<file path="src/rtl/stk_pkg.sv">
`timescale 1ns / 1ps
// Package for the sorted key table: action codes, field widths and the
// control bundle that the table drives into its row of key cells.

package stk_pkg;

   localparam int KEY_W = 32;
   localparam int ACT_W = 3;
   localparam int POS_W = 7;
   localparam int FIDX_W = 6;
   localparam int CNT_W = 7;

   localparam logic [ACT_W-1:0] ACT_INSERT_ORDERED = 3'd0;
   localparam logic [ACT_W-1:0] ACT_INSERT_AT      = 3'd1;
   localparam logic [ACT_W-1:0] ACT_FIND_BINARY    = 3'd2;
   localparam logic [ACT_W-1:0] ACT_FIND_LINEAR    = 3'd3;
   localparam logic [ACT_W-1:0] ACT_DELETE         = 3'd4;
   localparam logic [ACT_W-1:0] ACT_CLEAR          = 3'd5;

   typedef struct packed {
      logic cmp;       // latch eq/gt flags against the broadcast key
      logic shift_up;  // open a gap at the broadcast position and write the broadcast key into it
      logic shift_dn;  // close the slot at the broadcast position
   } cell_ctl_type;

endpackage

</file>
<file path="src/rtl/stk_cell.sv">
`timescale 1ns / 1ps
// One slot of the key row: holds a key, compares it against the broadcast
// key and takes a neighbor's key during shifts. Depends on stk_pkg.

module stk_cell #(
   parameter int IDX = 0,
   parameter int IW  = 6
) (
   input  logic                              clock,
   input  stk_pkg::cell_ctl_type             ctl,
   input  logic [IW-1:0]                     pos,
   input  logic signed [stk_pkg::KEY_W-1:0]  key_in,
   input  logic signed [stk_pkg::KEY_W-1:0]  left_key,
   input  logic signed [stk_pkg::KEY_W-1:0]  right_key,
   output logic signed [stk_pkg::KEY_W-1:0]  key_out,
   output logic                              eq,
   output logic                              gt
);

   localparam logic [IW-1:0] MY_IDX = IW'(IDX);

   logic signed [stk_pkg::KEY_W-1:0] key_ff;
   logic                             eq_ff;
   logic                             gt_ff;

   always_ff @(posedge clock) begin
      if (ctl.shift_up) begin
         if (MY_IDX > pos) begin
            key_ff <= left_key;
         end else if (MY_IDX == pos) begin
            key_ff <= key_in;
         end
      end else if (ctl.shift_dn && (MY_IDX >= pos)) begin
         key_ff <= right_key;
      end
      if (ctl.cmp) begin
         eq_ff <= (key_ff == key_in);
         gt_ff <= (key_ff > key_in);
      end
   end

   assign key_out = key_ff;
   assign eq      = eq_ff;
   assign gt      = gt_ff;

endmodule

</file>
<file path="config.mk">
export PLATFORM = sky130hd
export DESIGN_NAME = stk_cell
export DESIGN_NICKNAME = d
export VERILOG_FILES = /design/src/rtl/stk_pkg.sv /design/src/rtl/stk_cell.sv
export SDC_FILE = /design/constraint.sdc
export NUM_CORES = 1
export LEC_CHECK = 0
export ABC_CLOCK_PERIOD_IN_PS = 5910
export BUFFER_PORTS_ARGS = -buffer_cell sky130_fd_sc_hd__buf_4
export CORE_MARGIN = 10
export CORE_UTILIZATION = 43
export CTS_CLUSTER_SIZE = 8
export DETAILED_ROUTE_END_ITERATION = 8
export PLACE_DENSITY = 0.8
export RECOVER_POWER = 100
export SLEW_MARGIN = 20
export SYNTH_ARGS = -nofsm -noshare
export SYNTH_HDL_FRONTEND = slang
export SYNTH_SLANG_ARGS = --single-unit
</file>
<file path="constraint.sdc">
create_clock -name clock -period 5.91 [get_ports clock]
set_clock_uncertainty 0.15 [all_clocks]
set_input_delay 0.591 -clock clock [delete_from_list [all_inputs] [get_ports clock]]
set_output_delay 0.591 -clock clock [all_outputs]
set_load 0.01 [all_outputs]
</file>
# ---- Word-level counts from Yosys, hierarchy flattened
# Cells that the tools add are included.
dict set report word_totals {
  in_bits 106
  out_inout_bits 34
  elab_cells 16
  register_bits 34
}
dict set report classes {
  n_eq_ne 2
  muxes 4
  magnitude_cmp 3
  n_reduce_logical 4
}
# operator n
set op_table {}
lappend op_table {{32-bit 2-to-1 mux} 4}
lappend op_table {{32-bit equality test} 1}
lappend op_table {{32-bit greater-than comparator} 1}
lappend op_table {{1-bit by 6-bit >= comparator with 1-bit output, first input constant} 1}
lappend op_table {{1-bit by 6-bit greater-than comparator with 1-bit output, first input constant} 1}
lappend op_table {{6-bit zero test} 1}
lappend op_table {{3-bit by 1-bit inequality test with 1-bit output, second input constant} 1}
lappend op_table {{2-bit AND reduction} 1}
lappend op_table {{2-bit nonzero test} 1}
lappend op_table {{1-bit logical AND} 1}

# ---- Longest topological paths before layout
dict set report logic_depth {
  ltp_word 4
  ltp_mapped 8
  depth_no_buf 8
}

# ---- Worst setup path before layout
# No wires, ideal clock.
dict set report synth_path {
  path_kind {in2reg}
  startpoint {input port pos[2]}
  endpoint {register key_ff (netlist bit key_out[0]), enable pin}
  path_buffers 0
  t_required_ps 5255
  setup_ps 505
  setup_slack_ps 1075
  path_stages 2
  arrival_time_ps 4180
  path_cell_list {or4_1 -> nor4_1}
}
dict set report synth_between {
  elab_chain_len 4
  word_cells_on_any_way 7
  classes_between {order compare (2); eq/ne (1); reduce/logical (4)}
}
# item line
set synth_lines {}
lappend synth_lines {{from (decl)} stk_cell.sv:11} ;# input logic [IW-1:0] pos,
lappend synth_lines {{1-bit by 6-bit >= comparator with 1-bit output} stk_cell.sv:33} ;# end else if (ctl.shift_dn && (MY_IDX >= pos)) begin
lappend synth_lines {{1-bit logical AND} stk_cell.sv:33}
lappend synth_lines {{2-bit nonzero test (no source line)} --}
lappend synth_lines {{2-bit AND reduction (no source line) (*)} --}
lappend synth_lines {{to (signal assigned)} stk_cell.sv:29} ;# key_ff <= left_key;
lappend synth_lines {{to (signal assigned)} stk_cell.sv:31} ;# key_ff <= key_in;
lappend synth_lines {{to (signal assigned)} stk_cell.sv:34} ;# key_ff <= right_key;
lappend synth_lines {{to (decl)} stk_cell.sv:22} ;# logic signed [stk_pkg::KEY_W-1:0] key_ff;
# Mark *: on every way between the ends. The rest lies on a longest branch, timed or not.
# A chain may end at the register's enable or synchronous reset.

# ---- Final worst setup path
dict set report layout_path {
  startpoint {input port ctl[1] in the netlist's numbering}
  endpoint {register key_ff (netlist bit key_out[21]), enable pin}
}
dict set report layout_between {
  elab_chain_len 2
  word_cells_on_any_way 3
  classes_between {eq/ne (1); reduce/logical (2)}
}
# item line
set layout_lines {}
lappend layout_lines {{from (decl)} stk_cell.sv:10} ;# input stk_pkg::cell_ctl_type ctl,
lappend layout_lines {{3-bit by 1-bit inequality test with 1-bit output (no source line) / 2-bit nonzero test (equally long branches)} --}
lappend layout_lines {{2-bit AND reduction (no source line) (*)} --}
# Marked as above.

==> results.py <==
metrics = {
    "sta": {
        "timing.final.setup_violations": 0,
        "period_minus_slack_ns": 3.10,
        "hold_ws_ns": 0.424,
        "timing.final.crit_share_pct": 52.4,
        "slew-limit-headroom_pct": -25.0,
        "worst_slew_pin_slew_ns": 1.88,
        "tns_ns": 0,
        "timing.fmax_mhz": 323,
        "final_hold_viol_count": 0,
        "setup_repair_after_global_routing_missed_its_margin": "no",
        "final_max_slew_viol_count": 34,
    },
    "global_route": {
        "grt_max_degree": 34,
        "initial_antenna_violation_count": 0,
        "grt_first_pass_wirelength_mm": 9.42,
        "grt_use_total_pct": 13.8,
        "grt-ovfl-total": 0,
        "grt_pass1_vias": 1951,
    },
    "logic_synthesis": {
        "netlist.area_leader.share_pct": 45.4,
        "async_flop_share_pct": 0,
        "postSynth.topFlopCell": "sky130_fd_sc_hd__edfxtp_1",
        "synth.cells.most_frequent": "sky130_fd_sc_hd__edfxtp_1, sky130_fd_sc_hd__inv_1, sky130_fd_sc_hd__ha_1, sky130_fd_sc_hd__mux2_2, sky130_fd_sc_hd__a21oi_1",
        "netlist_area_sq_um": 2250,
        "synthesis.nets": 327,
        "synthDominantAreaCellType": "sky130_fd_sc_hd__edfxtp_1",
        "syn_area_per_cell_sq_um": 11.9,
        "synth-seq-area-share_pct": 45.4,
        "yosys_register_bits": 34,
        "netlist-cell-type-count": 27,
        "synth.area.top_cells": "sky130_fd_sc_hd__edfxtp_1, sky130_fd_sc_hd__ha_1, sky130_fd_sc_hd__mux2_2, sky130_fd_sc_hd__inv_1, sky130_fd_sc_hd__a21oi_1",
        "synth_warnings": 0,
        "synth_cells": 189,
        "synth_most_common_cell": "sky130_fd_sc_hd__edfxtp_1",
        "synth_enable_flop_cells": 34,
    },
    "die": {
        "floorplan.initialDensity_pct": 44.1,
        "core_region_area_sq_um": 5110,
        "die_y_microns": 92.4,
        "floorplan.io_pins": 140,
        "die-area_sq_um": 8530,
        "chipWidth_microns": 92.4,
        "num_rows": 26,
    },
    "clock_tree": {
        "tritoncts.num_buffers": 5,
        "clk_pin_slew_ns": 0.06,
        "postCtsResizedCells": 0,
        "cts_num_sinks": 34,
        "clock-root-buffer": "sky130_fd_sc_hd__clkbuf_8",
        "htree_levels": 2,
        "tritoncts": "built",
        "post_cts_hold_buffer_count": 0,
        "cts_setup_buffers": 0,
        "insertion_delay_ns": 0.28,
        "ctsLongestPathBuffers": 2,
    },
    "cells_and_area": {
        "drive_gt1_share_pct": 37.3,
        "antenna-diode-count": 0,
        "finish.utilization_pct": 60.2,
        "fin_nets": 438,
        "synthToLayoutAreaGrowth_pct": 36.6,
    },
    "critical_path": {
        "arrival_time_reported_for_the_critical_path_endpoint_ns": 2.88,
        "critical_path_class": "in -> reg",
        "critical_path.max_stage_delay_ns": 1.32,
        "max_fo_critical_path": 33,
        "slowest_stage": "sky130_fd_sc_hd__clkbuf_1",
        "worstSetupEndpointType": "flop",
        "critical_path.startpoint_type": "primary input",
        "critPathRequiredTime_ns": 5.69,
        "list_of_cells_traversed_by_the_critical_path": "clkbuf_1, nor2_1, nor4_2, buf_4",
        "r2r_slack_ns": 3.62,
        "worst_path_dominant_cell_family": "buffers and inverters",
        "critical_path_buf_inv_count": 2,
    },
    "run_status": {
        "violations": "capacitance limit, slew limit",
        "outcome": "finished, violations left",
    },
    "pwr": {
        "power.static_leakage_nw": 1.39,
        "power.ir.vdd_worst_uv": 87.0,
        "power_density_nw_per_um2": 173,
    },
    "detailed_routing": {
        "detail-route-antenna-nets": 0,
        "vias": 1821,
        "avgRoutedWirePerCell_microns": 16.5,
        "drt_pre_antenna_iters": 4,
        "drcViolationCount": 0,
        "drt-vias-per-instance": 4.92,
        "drt-initial-drc-count": 38,
        "routed_wl_mm": 6.09,
    },
    "run": {
        "max_cap_viol_count": 1,
    },
    "place": {
        "gpl.final_weighted_congestion": 0.729,
        "buffer_ports.inserted": 107,
        "post-dp-hpwl_mm": 4.97,
    },
    "hold_path": {
        "worst_hold_path_type": "in -> reg",
    },
}
kinds of logic (layout without fill, tap and decap cells):
group / after synthesis / after routing / synth area share (%)
and+or+nand+nor: 29 / 29 / 7.00
DFF: 34 / 34 / 45.4
adders and majority gates: 32 / 32 / 17.8
muxes: 33 / 33 / 16.5
buffers and inverters: 37 / 148 / 6.34
AOI/OAI and AO/OA: 24 / 24 / 7.06
final timing paths:
| kind | from | end | cells past startpoint |
|---|---|---|---|
| max | ctl[1] | key_out[21] | 4 |
| min | ctl[2] | eq | 1 |
| max reg2reg | key_out[7] | gt | 7 |
| min reg2reg | key_out[31] | gt | 2 |
layer usage:
metal	global-route usage, %	share of wire (%)	vias up
met5	0	0	-
met4	4.76	1.5	0
met3	5.65	7.3	8
met2	24.9	53	55
met1	14.0	38	835
li1	-	-	923
report_power, final:
group	internal, mW	switching, mW	leakage [nW]	total (mW)
Sequential	0.270	0.00137	0.309	0.272
Clock	0.0811	0.0791	0.0383	0.160
Combinational	0.0612	0.0390	1.04	0.100
Total	0.413	0.119	1.39	0.532
cell usage in the layout (no fill, tap or decap):
master and instances:
sky130_fd_sc_hd__nand2_1 8, sky130_fd_sc_hd__o211ai_1 1, sky130_fd_sc_hd__nor4_2 1, sky130_fd_sc_hd__o21ai_1 1, sky130_fd_sc_hd__inv_1 33, sky130_fd_sc_hd__clkbuf_1 38, sky130_fd_sc_hd__mux2_2 32, sky130_fd_sc_hd__clkbuf_8 5
sky130_fd_sc_hd__edfxtp_1 34, sky130_fd_sc_hd__nand4_2 1, sky130_fd_sc_hd__or4_1 1, sky130_fd_sc_hd__nand4_1 7, sky130_fd_sc_hd__ha_1 32, sky130_fd_sc_hd__nor3_1 1, sky130_fd_sc_hd__and2_0 1, sky130_fd_sc_hd__buf_4 72
sky130_fd_sc_hd__nor4_1 3, sky130_fd_sc_hd__o21ai_0 3, sky130_fd_sc_hd__a221oi_1 3, sky130_fd_sc_hd__a21o_1 2, sky130_fd_sc_hd__a2111o_1 1, sky130_fd_sc_hd__nand3_1 2, sky130_fd_sc_hd__a211oi_1 1, sky130_fd_sc_hd__a21oi_1 11
sky130_fd_sc_hd__nor2b_1 1, sky130_fd_sc_hd__o211ai_2 1, sky130_fd_sc_hd__nor2_1 3, sky130_fd_sc_hd__mux2i_1 1
state kept, by name (all words and copies together) (netlist names):
register  flops
key_out      32
gt            1
eq            1
final cells by class:
class | instances | area [sq um]
tap | 70 | 87.6
clock buffer | 7 | 76.3
fill | 482 | 2030
inverter | 33 | 124
sequential | 34 | 1020
timing repair buffer | 108 | 676
multi-input combinational | 118 | 1090
stage by stage:
step	instance area, sq um	power (mW)	instances	setup slack [ns]
CTS	3210	0.542	370	3.63
global route	3070	0.559	370	2.58
floorplan	2250	0.327	189	1.07
finish	3070	0.532	370	2.81
detailed placement	3140	0.380	363	3.40
global placement	3140	0.376	363	3.46
Note: power is estimated with default switching activity, not from simulation.
